--- config.mk ---
export PLATFORM = sky130hd
export DESIGN_NAME = binary_min_heap_queue_unit
export DESIGN_NICKNAME = d
export VERILOG_FILES = /design/src/rtl/core/bmhq_pkg.sv /design/src/rtl/core/bmhq_ram.sv /design/src/rtl/core/bmhq_front.sv /design/src/rtl/core/bmhq_engine.sv /design/src/rtl/core/binary_min_heap_queue_unit.sv
export VERILOG_INCLUDE_DIRS = /design/src /design/src/rtl/core
export SDC_FILE = /design/constraint.sdc
export NUM_CORES = 2
export LEC_CHECK = 0
export BUFFER_PORTS_ARGS = -buffer_cell sky130_fd_sc_hd__clkbuf_2
export CAP_MARGIN = 30
export CORE_MARGIN = 4
export CORE_UTILIZATION = 30
export CTS_CLUSTER_SIZE = 8
export DETAILED_ROUTE_END_ITERATION = 8
export GPL_ROUTABILITY_DRIVEN = 0
export PLACE_DENSITY = 0.45
export RECOVER_POWER = 25
export SLEW_MARGIN = 40
export SYNTH_ARGS = -nofsm -noshare
export SYNTH_HDL_FRONTEND = slang
export SYNTH_SLANG_ARGS = --single-unit
--- constraint.sdc ---
create_clock -name clk -period 7.5 [get_ports clk]
set_input_delay 0.375 -clock clk [delete_from_list [all_inputs] [get_ports clk]]
set_output_delay 0.375 -clock clk [all_outputs]
set_load 0.005 [all_outputs]
--- src/rtl/core/binary_min_heap_queue_unit_macros.svh ---
// ----------------------------------------------------------------------------
// binary_min_heap_queue_unit_macros
// Assertion helpers used by the heap queue engine.
// ----------------------------------------------------------------------------
`ifndef BINARY_MIN_HEAP_QUEUE_UNIT_MACROS_SVH
`define BINARY_MIN_HEAP_QUEUE_UNIT_MACROS_SVH

// Same-cycle implication, disabled while reset is asserted.
`define BMHQ_ASSERT_IMP(label, clk, rst_n, ante, cons) \
  label: assert property (@(posedge clk) disable iff (!rst_n) (ante) |-> (cons)) \
    else $error("heap queue check failed");

// Next-cycle implication, disabled while reset is asserted.
`define BMHQ_ASSERT_NXT(label, clk, rst_n, ante, cons) \
  label: assert property (@(posedge clk) disable iff (!rst_n) (ante) |=> (cons)) \
    else $error("heap queue check failed");

`endif

--- src/rtl/core/bmhq_pkg.sv ---
// ----------------------------------------------------------------------------
// bmhq_pkg
// Shared constants, codes and types of the binary min-heap queue unit.
// ----------------------------------------------------------------------------
`default_nettype none

package bmhq_pkg;

  localparam int CAPACITY_DEF = 64;
  localparam int ID_BITS_DEF  = 8;
  localparam int PRIO_W       = 32;
  localparam int STATUS_W     = 2;
  localparam int FRONT_DEPTH  = 2;

  localparam logic KIND_PUSH = 1'b0;
  localparam logic KIND_POP  = 1'b1;

  typedef enum logic [STATUS_W-1:0] {
    STAT_OK    = 2'd0,
    STAT_EMPTY = 2'd1,
    STAT_FULL  = 2'd2
  } status_t;

  typedef enum logic [3:0] {
    ST_IDLE,
    ST_UP_RD,
    ST_UP_CMP,
    ST_DN_ROOT,
    ST_DN_LAST,
    ST_DN_ENT,
    ST_DN_RL,
    ST_DN_RR,
    ST_DN_CMP,
    ST_FIN
  } eng_state_t;

endpackage

`default_nettype wire

--- src/rtl/core/bmhq_ram.sv ---
// ----------------------------------------------------------------------------
// bmhq_ram
// Generic simple dual-port RAM: one write port, one read port, registered read.
// ----------------------------------------------------------------------------
`default_nettype none

module bmhq_ram #(
  parameter int WIDTH = 40,
  parameter int DEPTH = 64
) (
  input  wire logic                     clk,
  input  wire logic                     wr_en,
  input  wire logic [$clog2(DEPTH)-1:0] wr_addr,
  input  wire logic [WIDTH-1:0]         wr_data,
  input  wire logic                     rd_en,
  input  wire logic [$clog2(DEPTH)-1:0] rd_addr,
  output logic      [WIDTH-1:0]         rd_data
);

  logic [WIDTH-1:0] mem_r [DEPTH];

  always_ff @(posedge clk) begin
    if (wr_en) begin
      mem_r[wr_addr] <= wr_data;
    end
    if (rd_en) begin
      rd_data <= mem_r[rd_addr];
    end
  end

endmodule

`default_nettype wire

--- src/rtl/core/bmhq_front.sv ---
// ----------------------------------------------------------------------------
// bmhq_front
// Input side: takes operations and holds them in a short queue for the engine.
// ----------------------------------------------------------------------------
`default_nettype none

module bmhq_front #(
  parameter int ID_BITS = bmhq_pkg::ID_BITS_DEF
) (
  input  wire logic                        clk,
  input  wire logic                        rst_n,
  input  wire logic                        in_push,
  output logic                             in_full,
  input  wire logic                        in_kind,
  input  wire logic [ID_BITS-1:0]          in_entry_id,
  input  wire logic [bmhq_pkg::PRIO_W-1:0] in_entry_priority,
  output logic                             cmd_valid,
  input  wire logic                        cmd_take,
  output logic                             cmd_kind,
  output logic [ID_BITS-1:0]               cmd_id,
  output logic [bmhq_pkg::PRIO_W-1:0]      cmd_prio
);

  import bmhq_pkg::*;

  localparam int W    = 1 + ID_BITS + PRIO_W;
  localparam int PTRW = (FRONT_DEPTH > 1) ? $clog2(FRONT_DEPTH) : 1;
  localparam int CNTW = $clog2(FRONT_DEPTH + 1);

  logic [W-1:0]    slot_r [FRONT_DEPTH];
  logic [PTRW-1:0] wr_ptr_r, wr_ptr_nxt;
  logic [PTRW-1:0] rd_ptr_r, rd_ptr_nxt;
  logic [CNTW-1:0] cnt_r, cnt_nxt;
  logic            push_ok;
  logic            take_ok;
  logic [W-1:0]    head;

  assign in_full   = (cnt_r == CNTW'(FRONT_DEPTH));
  assign cmd_valid = (cnt_r != '0);
  assign push_ok   = in_push && !in_full;
  assign take_ok   = cmd_take && cmd_valid;

  assign head     = slot_r[rd_ptr_r];
  assign cmd_kind = head[W-1];
  assign cmd_id   = head[W-2:PRIO_W];
  assign cmd_prio = head[PRIO_W-1:0];

  always_comb begin
    wr_ptr_nxt = wr_ptr_r;
    rd_ptr_nxt = rd_ptr_r;
    cnt_nxt    = cnt_r;
    if (push_ok) begin
      wr_ptr_nxt = (wr_ptr_r == PTRW'(FRONT_DEPTH - 1)) ? '0 : wr_ptr_r + PTRW'(1);
    end
    if (take_ok) begin
      rd_ptr_nxt = (rd_ptr_r == PTRW'(FRONT_DEPTH - 1)) ? '0 : rd_ptr_r + PTRW'(1);
    end
    if (push_ok && !take_ok) begin
      cnt_nxt = cnt_r + CNTW'(1);
    end else if (take_ok && !push_ok) begin
      cnt_nxt = cnt_r - CNTW'(1);
    end
  end

  always_ff @(posedge clk) begin
    if (!rst_n) begin
      wr_ptr_r <= '0;
      rd_ptr_r <= '0;
      cnt_r    <= '0;
    end else begin
      wr_ptr_r <= wr_ptr_nxt;
      rd_ptr_r <= rd_ptr_nxt;
      cnt_r    <= cnt_nxt;
    end
  end

  always_ff @(posedge clk) begin
    if (push_ok) begin
      slot_r[wr_ptr_r] <= {in_kind, in_entry_id, in_entry_priority};
    end
  end

endmodule

`default_nettype wire

--- src/rtl/core/bmhq_engine.sv ---
// ----------------------------------------------------------------------------
// bmhq_engine
// Back side: runs one push (sift-up) or pop (sift-down) at a time on the
// heap RAM and produces one result per operation.
// ----------------------------------------------------------------------------
`default_nettype none

`include "binary_min_heap_queue_unit_macros.svh"

module bmhq_engine #(
  parameter int CAPACITY = bmhq_pkg::CAPACITY_DEF,
  parameter int ID_BITS  = bmhq_pkg::ID_BITS_DEF
) (
  input  wire logic                          clk,
  input  wire logic                          rst_n,
  input  wire logic                          cmd_valid,
  output logic                               cmd_take,
  input  wire logic                          cmd_kind,
  input  wire logic [ID_BITS-1:0]            cmd_id,
  input  wire logic [bmhq_pkg::PRIO_W-1:0]   cmd_prio,
  output logic                               res_valid,
  input  wire logic                          res_ready,
  output logic [ID_BITS-1:0]                 res_id,
  output logic [bmhq_pkg::STATUS_W-1:0]      res_status,
  output logic [$clog2(CAPACITY+1)-1:0]      res_fill
);

  import bmhq_pkg::*;

  localparam int AW = $clog2(CAPACITY);
  localparam int CW = $clog2(CAPACITY + 1);
  localparam int LW = AW + 1;
  localparam int EW = ID_BITS + PRIO_W;

  eng_state_t               state_r, state_nxt;
  logic [CW-1:0]            count_r, count_nxt;
  logic [AW-1:0]            pos_r, pos_nxt;
  logic [ID_BITS-1:0]       id_r, id_nxt;
  logic signed [PRIO_W-1:0] prio_r, prio_nxt;
  logic [ID_BITS-1:0]       child_id_r, child_id_nxt;
  logic signed [PRIO_W-1:0] child_prio_r, child_prio_nxt;
  logic                     has_right_r, has_right_nxt;
  logic [ID_BITS-1:0]       res_id_r, res_id_nxt;
  logic [STATUS_W-1:0]      res_status_r, res_status_nxt;

  logic                     ram_we;
  logic [AW-1:0]            ram_waddr;
  logic [EW-1:0]            ram_wdata;
  logic                     ram_re;
  logic [AW-1:0]            ram_raddr;
  logic [EW-1:0]            ram_rdata;

  logic [ID_BITS-1:0]       rd_id;
  logic signed [PRIO_W-1:0] rd_prio;
  logic [LW-1:0]            count_ext;
  logic [LW-1:0]            left_idx;
  logic [LW:0]              right_idx;
  logic [AW-1:0]            parent_idx;
  logic                     take_l;
  logic signed [PRIO_W-1:0] best_prio;
  logic                     take_r;

  bmhq_ram #(
    .WIDTH (EW),
    .DEPTH (CAPACITY)
  ) u_heap_ram (
    .clk     (clk),
    .wr_en   (ram_we),
    .wr_addr (ram_waddr),
    .wr_data (ram_wdata),
    .rd_en   (ram_re),
    .rd_addr (ram_raddr),
    .rd_data (ram_rdata)
  );

  assign rd_id     = ram_rdata[EW-1:PRIO_W];
  assign rd_prio   = $signed(ram_rdata[PRIO_W-1:0]);
  assign count_ext = LW'(count_r);
  assign left_idx  = {pos_r, 1'b1};
  assign right_idx = {1'b0, left_idx} + (LW+1)'(1);
  assign parent_idx = (pos_r - AW'(1)) >> 1;

  // Sift-down choice: a child wins only when strictly smaller, left on a tie.
  assign take_l    = (child_prio_r < prio_r);
  assign best_prio = take_l ? child_prio_r : prio_r;
  assign take_r    = has_right_r && (rd_prio < best_prio);

  assign res_id     = res_id_r;
  assign res_status = res_status_r;
  assign res_fill   = count_r;

  always_comb begin
    state_nxt      = state_r;
    count_nxt      = count_r;
    pos_nxt        = pos_r;
    id_nxt         = id_r;
    prio_nxt       = prio_r;
    child_id_nxt   = child_id_r;
    child_prio_nxt = child_prio_r;
    has_right_nxt  = has_right_r;
    res_id_nxt     = res_id_r;
    res_status_nxt = res_status_r;
    cmd_take       = 1'b0;
    res_valid      = 1'b0;
    ram_we         = 1'b0;
    ram_waddr      = pos_r;
    ram_wdata      = {id_r, prio_r};
    ram_re         = 1'b0;
    ram_raddr      = '0;

    case (state_r)
      ST_IDLE: begin
        if (cmd_valid) begin
          cmd_take       = 1'b1;
          id_nxt         = cmd_id;
          prio_nxt       = $signed(cmd_prio);
          res_id_nxt     = '0;
          res_status_nxt = STAT_OK;
          if (cmd_kind == KIND_PUSH) begin
            if (count_r == CW'(CAPACITY)) begin
              res_status_nxt = STAT_FULL;
              state_nxt      = ST_FIN;
            end else begin
              pos_nxt   = count_r[AW-1:0];
              count_nxt = count_r + CW'(1);
              state_nxt = ST_UP_RD;
            end
          end else begin
            if (count_r == '0) begin
              res_status_nxt = STAT_EMPTY;
              state_nxt      = ST_FIN;
            end else begin
              state_nxt = ST_DN_ROOT;
            end
          end
        end
      end

      ST_UP_RD: begin
        if (pos_r == '0) begin
          ram_we    = 1'b1;
          state_nxt = ST_FIN;
        end else begin
          ram_re    = 1'b1;
          ram_raddr = parent_idx;
          state_nxt = ST_UP_CMP;
        end
      end

      ST_UP_CMP: begin
        ram_we = 1'b1;
        if (rd_prio > prio_r) begin
          // Parent moves down into the hole; the new entry stays in registers.
          ram_wdata = ram_rdata;
          pos_nxt   = parent_idx;
          state_nxt = ST_UP_RD;
        end else begin
          state_nxt = ST_FIN;
        end
      end

      ST_DN_ROOT: begin
        ram_re    = 1'b1;
        ram_raddr = '0;
        count_nxt = count_r - CW'(1);
        state_nxt = ST_DN_LAST;
      end

      ST_DN_LAST: begin
        res_id_nxt = rd_id;
        if (count_r == '0) begin
          state_nxt = ST_FIN;
        end else begin
          ram_re    = 1'b1;
          ram_raddr = count_r[AW-1:0];
          state_nxt = ST_DN_ENT;
        end
      end

      ST_DN_ENT: begin
        id_nxt    = rd_id;
        prio_nxt  = rd_prio;
        pos_nxt   = '0;
        state_nxt = ST_DN_RL;
      end

      ST_DN_RL: begin
        if (left_idx >= count_ext) begin
          ram_we    = 1'b1;
          state_nxt = ST_FIN;
        end else begin
          ram_re    = 1'b1;
          ram_raddr = left_idx[AW-1:0];
          state_nxt = ST_DN_RR;
        end
      end

      ST_DN_RR: begin
        child_id_nxt   = rd_id;
        child_prio_nxt = rd_prio;
        if (right_idx < {1'b0, count_ext}) begin
          ram_re        = 1'b1;
          ram_raddr     = right_idx[AW-1:0];
          has_right_nxt = 1'b1;
        end else begin
          has_right_nxt = 1'b0;
        end
        state_nxt = ST_DN_CMP;
      end

      ST_DN_CMP: begin
        ram_we = 1'b1;
        if (take_r) begin
          ram_wdata = ram_rdata;
          pos_nxt   = right_idx[AW-1:0];
          state_nxt = ST_DN_RL;
        end else if (take_l) begin
          ram_wdata = {child_id_r, child_prio_r};
          pos_nxt   = left_idx[AW-1:0];
          state_nxt = ST_DN_RL;
        end else begin
          state_nxt = ST_FIN;
        end
      end

      ST_FIN: begin
        res_valid = 1'b1;
        if (res_ready) begin
          state_nxt = ST_IDLE;
        end
      end

      default: begin
        state_nxt = ST_IDLE;
      end
    endcase
  end

  always_ff @(posedge clk) begin
    if (!rst_n) begin
      state_r <= ST_IDLE;
      count_r <= '0;
    end else begin
      state_r <= state_nxt;
      count_r <= count_nxt;
    end
  end

  always_ff @(posedge clk) begin
    pos_r        <= pos_nxt;
    id_r         <= id_nxt;
    prio_r       <= prio_nxt;
    child_id_r   <= child_id_nxt;
    child_prio_r <= child_prio_nxt;
    has_right_r  <= has_right_nxt;
    res_id_r     <= res_id_nxt;
    res_status_r <= res_status_nxt;
  end

  `BMHQ_ASSERT_IMP(a_count_bound, clk, rst_n, 1'b1, count_r <= CW'(CAPACITY))
  `BMHQ_ASSERT_IMP(a_write_in_heap, clk, rst_n, ram_we, LW'(ram_waddr) < count_ext)
  `BMHQ_ASSERT_IMP(a_full_status, clk, rst_n,
                   res_valid && res_status_r == STAT_FULL, count_r == CW'(CAPACITY))
  `BMHQ_ASSERT_IMP(a_empty_status, clk, rst_n,
                   res_valid && res_status_r == STAT_EMPTY, count_r == '0 && res_id_r == '0)
  `BMHQ_ASSERT_NXT(a_pop_shrinks, clk, rst_n, state_r == ST_DN_ROOT,
                   count_r == $past(count_r) - CW'(1))

endmodule

`default_nettype wire

--- src/rtl/core/binary_min_heap_queue_unit.sv ---
// Binary min-heap priority queue of (id, signed priority) entries, up to
// CAPACITY held. Each input item is a push or a pop and yields one result item
// with the popped id, a status (ok, pop on empty, push on full dropped) and the
// fill count after the operation. Items enter a two-deep input queue and are
// executed one at a time on a single heap RAM with registered read; a result
// waits in an output register while the next item is already being worked on.
// Each heap level costs one RAM read and a compare on a push and two reads and
// a compare on a pop; pushes on a full heap and pops on an empty one go
// straight to the result without touching the RAM.
// ----------------------------------------------------------------------------
// binary_min_heap_queue_unit
// Top level: input queue, heap engine and result register.
// ----------------------------------------------------------------------------
`default_nettype none

module binary_min_heap_queue_unit #(
  parameter int CAPACITY = bmhq_pkg::CAPACITY_DEF,
  parameter int ID_BITS  = bmhq_pkg::ID_BITS_DEF
) (
  input  wire logic                          clk,
  input  wire logic                          rst_n,
  input  wire logic                          in_push,
  output logic                               in_full,
  input  wire logic                          in_kind,
  input  wire logic [ID_BITS-1:0]            in_entry_id,
  input  wire logic [bmhq_pkg::PRIO_W-1:0]   in_entry_priority,
  output logic                               out_empty,
  input  wire logic                          out_pop,
  output logic [ID_BITS-1:0]                 out_popped_id,
  output logic [bmhq_pkg::STATUS_W-1:0]      out_status,
  output logic [$clog2(CAPACITY+1)-1:0]      out_fill_count
);

  import bmhq_pkg::*;

  localparam int CW = $clog2(CAPACITY + 1);

  logic                cmd_valid;
  logic                cmd_take;
  logic                cmd_kind;
  logic [ID_BITS-1:0]  cmd_id;
  logic [PRIO_W-1:0]   cmd_prio;
  logic                res_valid;
  logic                res_ready;
  logic [ID_BITS-1:0]  res_id;
  logic [STATUS_W-1:0] res_status;
  logic [CW-1:0]       res_fill;

  logic                out_valid_r, out_valid_nxt;
  logic [ID_BITS-1:0]  out_id_r;
  logic [STATUS_W-1:0] out_status_r;
  logic [CW-1:0]       out_fill_r;
  logic                out_take;

  bmhq_front #(
    .ID_BITS (ID_BITS)
  ) u_front (
    .clk               (clk),
    .rst_n             (rst_n),
    .in_push           (in_push),
    .in_full           (in_full),
    .in_kind           (in_kind),
    .in_entry_id       (in_entry_id),
    .in_entry_priority (in_entry_priority),
    .cmd_valid         (cmd_valid),
    .cmd_take          (cmd_take),
    .cmd_kind          (cmd_kind),
    .cmd_id            (cmd_id),
    .cmd_prio          (cmd_prio)
  );

  bmhq_engine #(
    .CAPACITY (CAPACITY),
    .ID_BITS  (ID_BITS)
  ) u_engine (
    .clk        (clk),
    .rst_n      (rst_n),
    .cmd_valid  (cmd_valid),
    .cmd_take   (cmd_take),
    .cmd_kind   (cmd_kind),
    .cmd_id     (cmd_id),
    .cmd_prio   (cmd_prio),
    .res_valid  (res_valid),
    .res_ready  (res_ready),
    .res_id     (res_id),
    .res_status (res_status),
    .res_fill   (res_fill)
  );

  assign out_take  = out_pop && out_valid_r;
  assign res_ready = !out_valid_r || out_take;

  always_comb begin
    out_valid_nxt = out_valid_r;
    if (res_valid && res_ready) begin
      out_valid_nxt = 1'b1;
    end else if (out_take) begin
      out_valid_nxt = 1'b0;
    end
  end

  always_ff @(posedge clk) begin
    if (!rst_n) begin
      out_valid_r <= 1'b0;
    end else begin
      out_valid_r <= out_valid_nxt;
    end
  end

  always_ff @(posedge clk) begin
    if (res_valid && res_ready) begin
      out_id_r     <= res_id;
      out_status_r <= res_status;
      out_fill_r   <= res_fill;
    end
  end

  assign out_empty      = !out_valid_r;
  assign out_popped_id  = out_id_r;
  assign out_status     = out_status_r;
  assign out_fill_count = out_fill_r;

endmodule

`default_nettype wire

Yosys cells after proc, flatten, opt, wreduce, memory -nomap -nowiden:

Memory sizes are Yosys's and may differ from the RTL's. A register that Yosys moved wholly into a read port is not among the register bits.
Cells that the tools add are included.

* equal/unequal tests: 17
* reduce and logical (&&, ||, !) cells: 29
* bitwise operators: 0
* multiply operators: 0
* div/mod/pow operators: 0
* multiplexer cells: 65
* add/sub/neg operators: 8
* order comparisons: 5
* shift operators: 0

Operators by type and width (count)
* 2-to-1 mux 40 bit: 3
* case mux 40 bit (2 select lines): 1
* less-than comparator 32 bit: 2
* 2-to-1 mux 32 bit: 2
* case mux 32 bit (2 select lines): 1
* 2-to-1 mux 6 bit: 9
* case mux 6 bit (4 select lines): 2
* 2-to-1 mux 4 bit: 11
* case mux 4 bit (10 select lines): 1
* greater-than comparator 32 bit: 1
* case mux 8 bit (2 select lines): 2
* 2-to-1 mux 7 bit: 3
* 2-to-1 mux 1 bit: 20
* equality test 4 x 3 -> 1 bit (second input constant): 4
* 2-to-1 mux 8 bit: 2
* case mux 7 bit (2 select lines): 1
* nonzero test 2 bit: 6
* adder 7 x 1 -> 8 bit (second input constant): 1
* equality test 4 x 2 -> 1 bit (second input constant): 2
* equality test 4 bit (second input constant): 2
* less-than comparator 8 x 7 -> 1 bit: 1
* 2-to-1 mux 2 bit: 4
* != test 2 bit (second input constant): 4
* AND reduction 2 bit: 4
* 25 further kinds: 35

* bits in latches: 0
* bits of input ports: 45
* memory bits (read-only): 0
* bits in registers: 130
* output and inout port bits: 19
* memory bits (writable): 2642
* memories kept: 2
* word-level logic and storage cells: 143

Memory list
* u_engine.u_heap_ram.mem_r: depth 64, bits a word 40, read ports 1, clocked after memory_dff 1, write ports 1, line bmhq_ram.sv:20 `logic [WIDTH-1:0] mem_r [DEPTH];`
* u_front.slot_r: depth 2, bits a word 41, read ports 1, clocked after memory_dff 1, write ports 1, line bmhq_front.sv:30 `logic [W-1:0] slot_r [FRONT_DEPTH];`

Logic depth before layout (Yosys ltp):

* depth in word-level cells: 7
* depth in mapped cells: 23
* depth with buffers taken out: 20

Cells and area by module:

Synthesis repeated with hierarchy kept, for this count alone.

* cells, all modules: 5267
* area total of the unflattened synthesis: 110722.4 um^2

By module, submodules not included
* bmhq_ram: cells an instance 4195, instances 1, area an instance 98236.7 um^2
* bmhq_engine: cells an instance 896, instances 1, area an instance 8728.4 um^2
* bmhq_front: cells an instance 153, instances 1, area an instance 3185.6 um^2
* binary_min_heap_queue_unit: cells an instance 23, instances 1, area an instance 571.8 um^2

Worst setup path before layout:

OpenSTA, ideal clock, no wires.

* path kind: flip-flop to flip-flop
* start point: register u_engine.prio_r[17]
* end point: memory u_engine.u_heap_ram.mem_r[0][17] (data pin)
* setup time: 0.366 ns
* cell stages (with the launch flop): 22
* path buffers: 2
* data required time: 7.134 ns
* clock period less this slack: 6.142 ns
* path slack: 1.358 ns
* arrival: 5.776 ns
* path through: edfxtp_1 > inv_1 > ha_1 > a21oi_1 > o21ai_0 > a221oi_1 > o22ai_1 > a211oi_1 > clkbuf_1 > nor2_1 > a21oi_1 > ha_1 > a21oi_1 > nand2_1 > o2bb2ai_1 > or4_1 > a21oi_1 > inv_1 > o31ai_2 > a22o_1 > clkbuf_1 > a221o_1

* word-level cells in the longest chain between the ends: 6

Ends and longest elaborated chain
* start, declared: line bmhq_engine.sv:39 `logic signed [PRIO_W-1:0] prio_r, prio_nxt;`
* start signal, assigned: line bmhq_engine.sv:252 `prio_r <= prio_nxt;`
* less-than comparator 32 bit: line bmhq_engine.sv:84 `assign take_l = (child_prio_r < prio_r);`
* 2-to-1 mux 32 bit: line bmhq_engine.sv:85 `assign best_prio = take_l ? child_prio_r : prio_r;`
* less-than comparator 32 bit: line bmhq_engine.sv:86 `assign take_r = has_right_r && (rd_prio < best_prio);`
* logical AND 1 bit: line bmhq_engine.sv:86
* 2-to-1 mux 40 bit: line bmhq_engine.sv:213 `if (take_r) begin`
* case mux 40 bit (2 select lines) *: line bmhq_engine.sv:111 `case (state_r)`
* net u_engine.ram_wdata[17]: line bmhq_engine.sv:48 `logic [EW-1:0] ram_wdata;`
* end, declared: line bmhq_ram.sv:20

Mark *: on every way through the listed nets, which the timed path passes. The rest lies on a longest branch.

Final worst setup path:

* start point: register u_engine.pos_r[0]
* end point: memory u_engine.u_heap_ram.mem_r[13][8] (enable)

* word-level cells in the longest chain between the ends: 5

Ends and longest elaborated chain
* start, declared: line bmhq_engine.sv:37 `logic [AW-1:0] pos_r, pos_nxt;`
* start signal, assigned: line bmhq_engine.sv:250 `pos_r <= pos_nxt;`
* >= comparator 7 bit or zero test 6 bit (tied branches): line bmhq_engine.sv:188, bmhq_engine.sv:140
* 2-to-1 mux 1 bit, on equally long branches: line bmhq_engine.sv:188, bmhq_engine.sv:140
* case mux 1 bit (3 select lines): line bmhq_engine.sv:111
* 2-to-1 mux 1 bit: line bmhq_ram.sv:23 `if (wr_en) begin`
* 2-to-1 mux 1 bit (implied by the code): line bmhq_ram.sv:24 `mem_r[wr_addr] <= wr_data;`

Several ways; a longest one is shown, not always the timed one.

==> out/results.env <==
DETAIL-ROUTE-ANTENNA-NETS=0
FINAL_NETS=7452
GLOBALROUTETOTALUTIL_PCT=18.71
NETLIST.TOP_CELL.BY_AREA='edfxtp_1'
TIMING.MAX_SLEW.REL_SLACK_PCT=-157.1
INTERNAL-POWER_mW=36.16
YS.FLOP_TYPE='edfxtp_1'
DIE_H_MICRONS=620.1
R2R_START='u_engine.pos_r[0]'
CPMAXSTAGEDELAYCELL='clkbuf_1'
GRT_SETUP_UNREPAIRED='no'
DRTITER0DRC=6153
GLOBAL_ROUTE_WIRE_LENGTH_BEFORE_REPAIR_MM=513.1
FIN_SETUP_TNS_PS=0
CTS_REPAIR_RESIZE_COUNT=0
SLEW_VIOL_FINAL=1263
FIRST_PASS_ITERS=5
SYNTH.LIB_CELLS_USED.DISTINCT=78
CTS-BUFFERS-INSERTED=394
CLKSINKCOUNT=2813
BUFFER_PORTS.INSERTED=63
SYN-INSTANCE-COUNT=6917
DIE_AREA_SQ_UM=384600
SWITCHINGPOWER_mW=18.69
ANTENNA_FOUND_INITIAL=23
SYN_NETS=7077
PLACED_CELL_AREA_SQ_UM=121300
CP_CELL_SEQUENCE='inv_1, ha_1, or4b_1, nor2_1, nand2_1, nor2_1, a31oi_1, o21ai_0, clkbuf_1, nor2b_1, nand3b_1, clkbuf_1, nor2_1, clkbuf_1'
FILLCELLCOUNT=35360
TIMING_HOLD_VIOLATIONS_FINAL=0
SEQPWRFRAC_PCT=41.1
POST-ROUTE-CELL-AREA_SQ_UM=131200
TIMING.CRITICAL_PATH.TO_TYPE='flop'
YOSYS.AREA.TOP_TYPE_SHARE_PCT=74.69
DRIVE_ABOVE_1_SHARE_PCT=15.56
SYNTH_AREA_PER_CELL_SQ_UM=16.25
SYNTH_ENABLE_FLOP_CELLS=2796
FINALSETUPVIOLATIONS=0
POST_SYNTH_MAIN_AREA_CONTRIBUTORS='edfxtp_1 75%, mux4_2 5.5%, nand2_1 4.0%'
CLK_PIN_SLEW_PS=60
DATA_ARRIVAL_TIME_OF_THE_CRITICAL_PATH_PS=7450
DRC=0
CTS_ROOT_CELL='clkbuf_16'
LEAKAGEPOWER_nW=42.10
CLK-INSERTION-DELAY-LATE_PS=890
CTS_TREE='yes'
IOS=64
POST-SYNTH-TOP-COUNT-CELL='edfxtp_1'
INITIAL_CORE_UTIL_PCT=30.16
RESULT_OF_THE_RUN='finished with violations'
WORSTPATHREQUIRED_PS=7880
TOP_POST_SYNTHESIS_CELLS_BY_COUNT='2796 x edfxtp_1, 1192 x nand2_1, 650 x nand3_1'
SYNTH.CELL_AREA_SQ_UM=112400
DETAILROUTE.VIA_COUNT=64230
FIRST_GLOBAL_VIAS=64220
STD_CELL_ROWS=224
ROUTED_VIAS_INST=5.208
FFS_LATCHES_SYNTH=2813
SYNTH_ASYNC_SR_FLOP_SHARE_PCT=0
NUMBER_OF_MAX_CAP_VIOLATIONS=52
GLOBALROUTE.TOTALOVERFLOW=0
CLOCK_POWER_SHARE_PCT=28.3
POWER.SHARE.COMBINATIONAL_PCT=30.6
YOSYSWARNINGCOUNT=0
TIMING.SETUP.CRITICAL_PATH_CLASS='reg2reg'
PLACEDCELLCOUNT=11820
WORST_VOLTAGE_DROP_ACROSS_THE_VDD_GRID_V=0.0003110
LAYOUTNONFILLERINSTCOUNT=12330
HOLDCRITPATHCLASS='in2reg'
TIMING.CRITICAL_PATH.FROM='u_engine.pos_r[0]'
FINALCLOCKSKEW_PS=49.82
POWER_DENSITY_nW_PER_UM2=418.0
PIN_COUNT_OF_THE_BIGGEST_NET_ENTERING_GLOBAL_ROUTING=114
CRIT_PATH_START_KIND='flop'
VIOLATED_CHECKS='max-capacitance violations, max-slew violations'
MAXCLOCKFREQUENCY_MHz=141.5
CRITICAL_PATH.MAX_FANOUT=25
MIN_PERIOD_OVER_PERIOD_PCT=94.20
MAX-CLOCK-PATH-BUFFERS=4
SWITCHING_SHARE_PCT=34.07
YS_SEQ_AREA_SHARE_PCT=74.99
FINAL.MIN_CLOCK_PERIOD_PS=7065
DETAIL_ROUTE.WIRELENGTH_MM=367.7
MAX_SLEW.WORST_PIN.SLEW_PS=3856
WIRELENGTH_PER_CELL_MICRONS=29.82
AREA.GROWTH.SYNTH_TO_FINAL_PCT=16.74
TIMING.CRITICAL_PATH.SLOWEST_CELL_DELAY_PS=2250
DIE_WIDTH_MICRONS=620.1
CTS_MAX_LEVEL=5
TIMING.HOLD.WORST.START='in_push'
PLACE_HPWL_MM=203.8
PLACEABLECOREAREA_SQ_UM=372800
area by class of cell:
class / count / area (sq um) / share of cell area [%]
sequential: 2813 / 84300 / 64.24
multi-input combinational: 3634 / 26420 / 20.13
clock buffer: 421 / 10070 / 7.671
tap: 4972 / 6221 / 4.740
timing repair buffer: 393 / 3767 / 2.871
inverter: 56 / 210.2 / 0.1602
clock inverter: 15 / 177.7 / 0.1354
antenna: 28 / 70.07 / 0.05339
worst max-delay path, delay by kind of cell, from the launching register on:
family,cells,cell delay (ps)
flops,1,560
fa+ha+maj,1,260
buf+inv,4,3390
compound gates,2,270
simple gates,7,2010
path summary, 6_finish.rpt:
check / end / slack [ps] / cells past startpoint
min reg2reg: out_popped_id[0] / 410 / 0
max: u_engine.u_heap_ram.mem_r[13][8] / 440 / 14
max reg2reg: u_engine.u_heap_ram.mem_r[13][8] / 440 / 14
min: u_front.wr_ptr_r / 60 / 4
cell families (layout without fill, tap and decap cells):
logic type | count (synthesis) | after routing | synth area share [%]
simple gates | 2211 | 2211 | 8.546
mux | 650 | 650 | 8.923
buf+inv | 470 | 885 | 1.952
xor+xnor | 22 | 22 | 0.1714
flops | 2813 | 2813 | 74.99
compound gates | 636 | 636 | 4.128
other cells | 0 | 28 | 0
fa+ha+maj | 115 | 115 | 1.287
per-layer routing:
layer	wire length [microns]	vias up	track usage, %
li1	-	27540	-
met3	19450	516	2.624
met1	158000	34140	25.20
met2	179700	2034	31.84
met4	10630	0	4.636
met5	0	-	0
registers in the layout, indices dropped and copies added, names as in the netlist, 4 cells and up, named ones only:
register,count
u_engine.u_heap_ram.rd_data,40
u_engine.pos_r,6
u_engine.u_heap_ram.mem_r,2560
u_front.slot_r,82
u_engine.state_r,4
u_engine.child_id_r,8
u_engine.prio_r,32
out_fill_count,7
u_engine.id_r,8
u_engine.child_prio_r,32
out_popped_id,8
u_engine.res_fill,7
u_engine.res_id,8
placed cells by master (no fill, tap or decap), types with 11 or more instances in the layout:
master | synthesis | routed
a21o_1 | 20 | 19
a21oi_1 | 188 | 187
a221o_2 | 0 | 40
a221oi_1 | 82 | 82
a311oi_1 | 11 | 11
a31oi_1 | 11 | 11
a32o_1 | 117 | 117
and2_0 | 1 | 14
and3_1 | 20 | 18
buf_12 | 0 | 80
buf_4 | 35 | 138
clkbuf_1 | 192 | 113
clkbuf_16 | 0 | 399
clkbuf_2 | 0 | 28
dfxtp_1 | 17 | 16
diode_2 | 0 | 28
dlygate4sd3_1 | 0 | 42
edfxtp_1 | 2796 | 2796
ha_1 | 114 | 114
inv_1 | 56 | 55
mux2_2 | 77 | 76
mux2i_1 | 299 | 299
mux4_2 | 274 | 274
nand2_1 | 1192 | 1190
nand3_1 | 650 | 651
nand4_1 | 52 | 52
nor2_1 | 167 | 124
nor2_4 | 0 | 44
nor3_1 | 53 | 49
o21ai_0 | 71 | 71
o22ai_1 | 40 | 40
xnor2_1 | 12 | 12
per-stage QoR:
stage | worst slack (ps) | hold slack (ps) | total power [mW] | utilization, %
final | 435.2 | 57.78 | 54.85 | 35.21
after global routing | 286.0 | 69.85 | 57.37 | 35.20
after CTS | 848.3 | 18.19 | 55.43 | 35.40
after detailed placement | 905.8 | 412.7 | 39.76 | 32.54
after global placement | 905.9 | 417.9 | 39.49 | 32.43
after floorplan | 1358 | 400.3 | 32.44 | -
power groups by stage:
| stage | Combinational (mW) | Clock [mW] | Sequential, mW |
|---|---|---|---|
| finish | 16.8 | 15.5 | 22.5 |
| global route | 18.2 | 16.6 | 22.6 |
| CTS | 17.0 | 15.9 | 22.5 |
| detailed placement | 16.9 | 0 | 22.8 |
| global placement | 16.7 | 0 | 22.8 |
| floorplan | 9.75 | 0 | 22.7 |
timing repair:
action | 4_1_cts | 5_1_grt
hold buffers | 42 | 0
setup buffers | 0 | 0
hold endpoints to repair | 83 | 0
(Power assumes the default switching activity.)
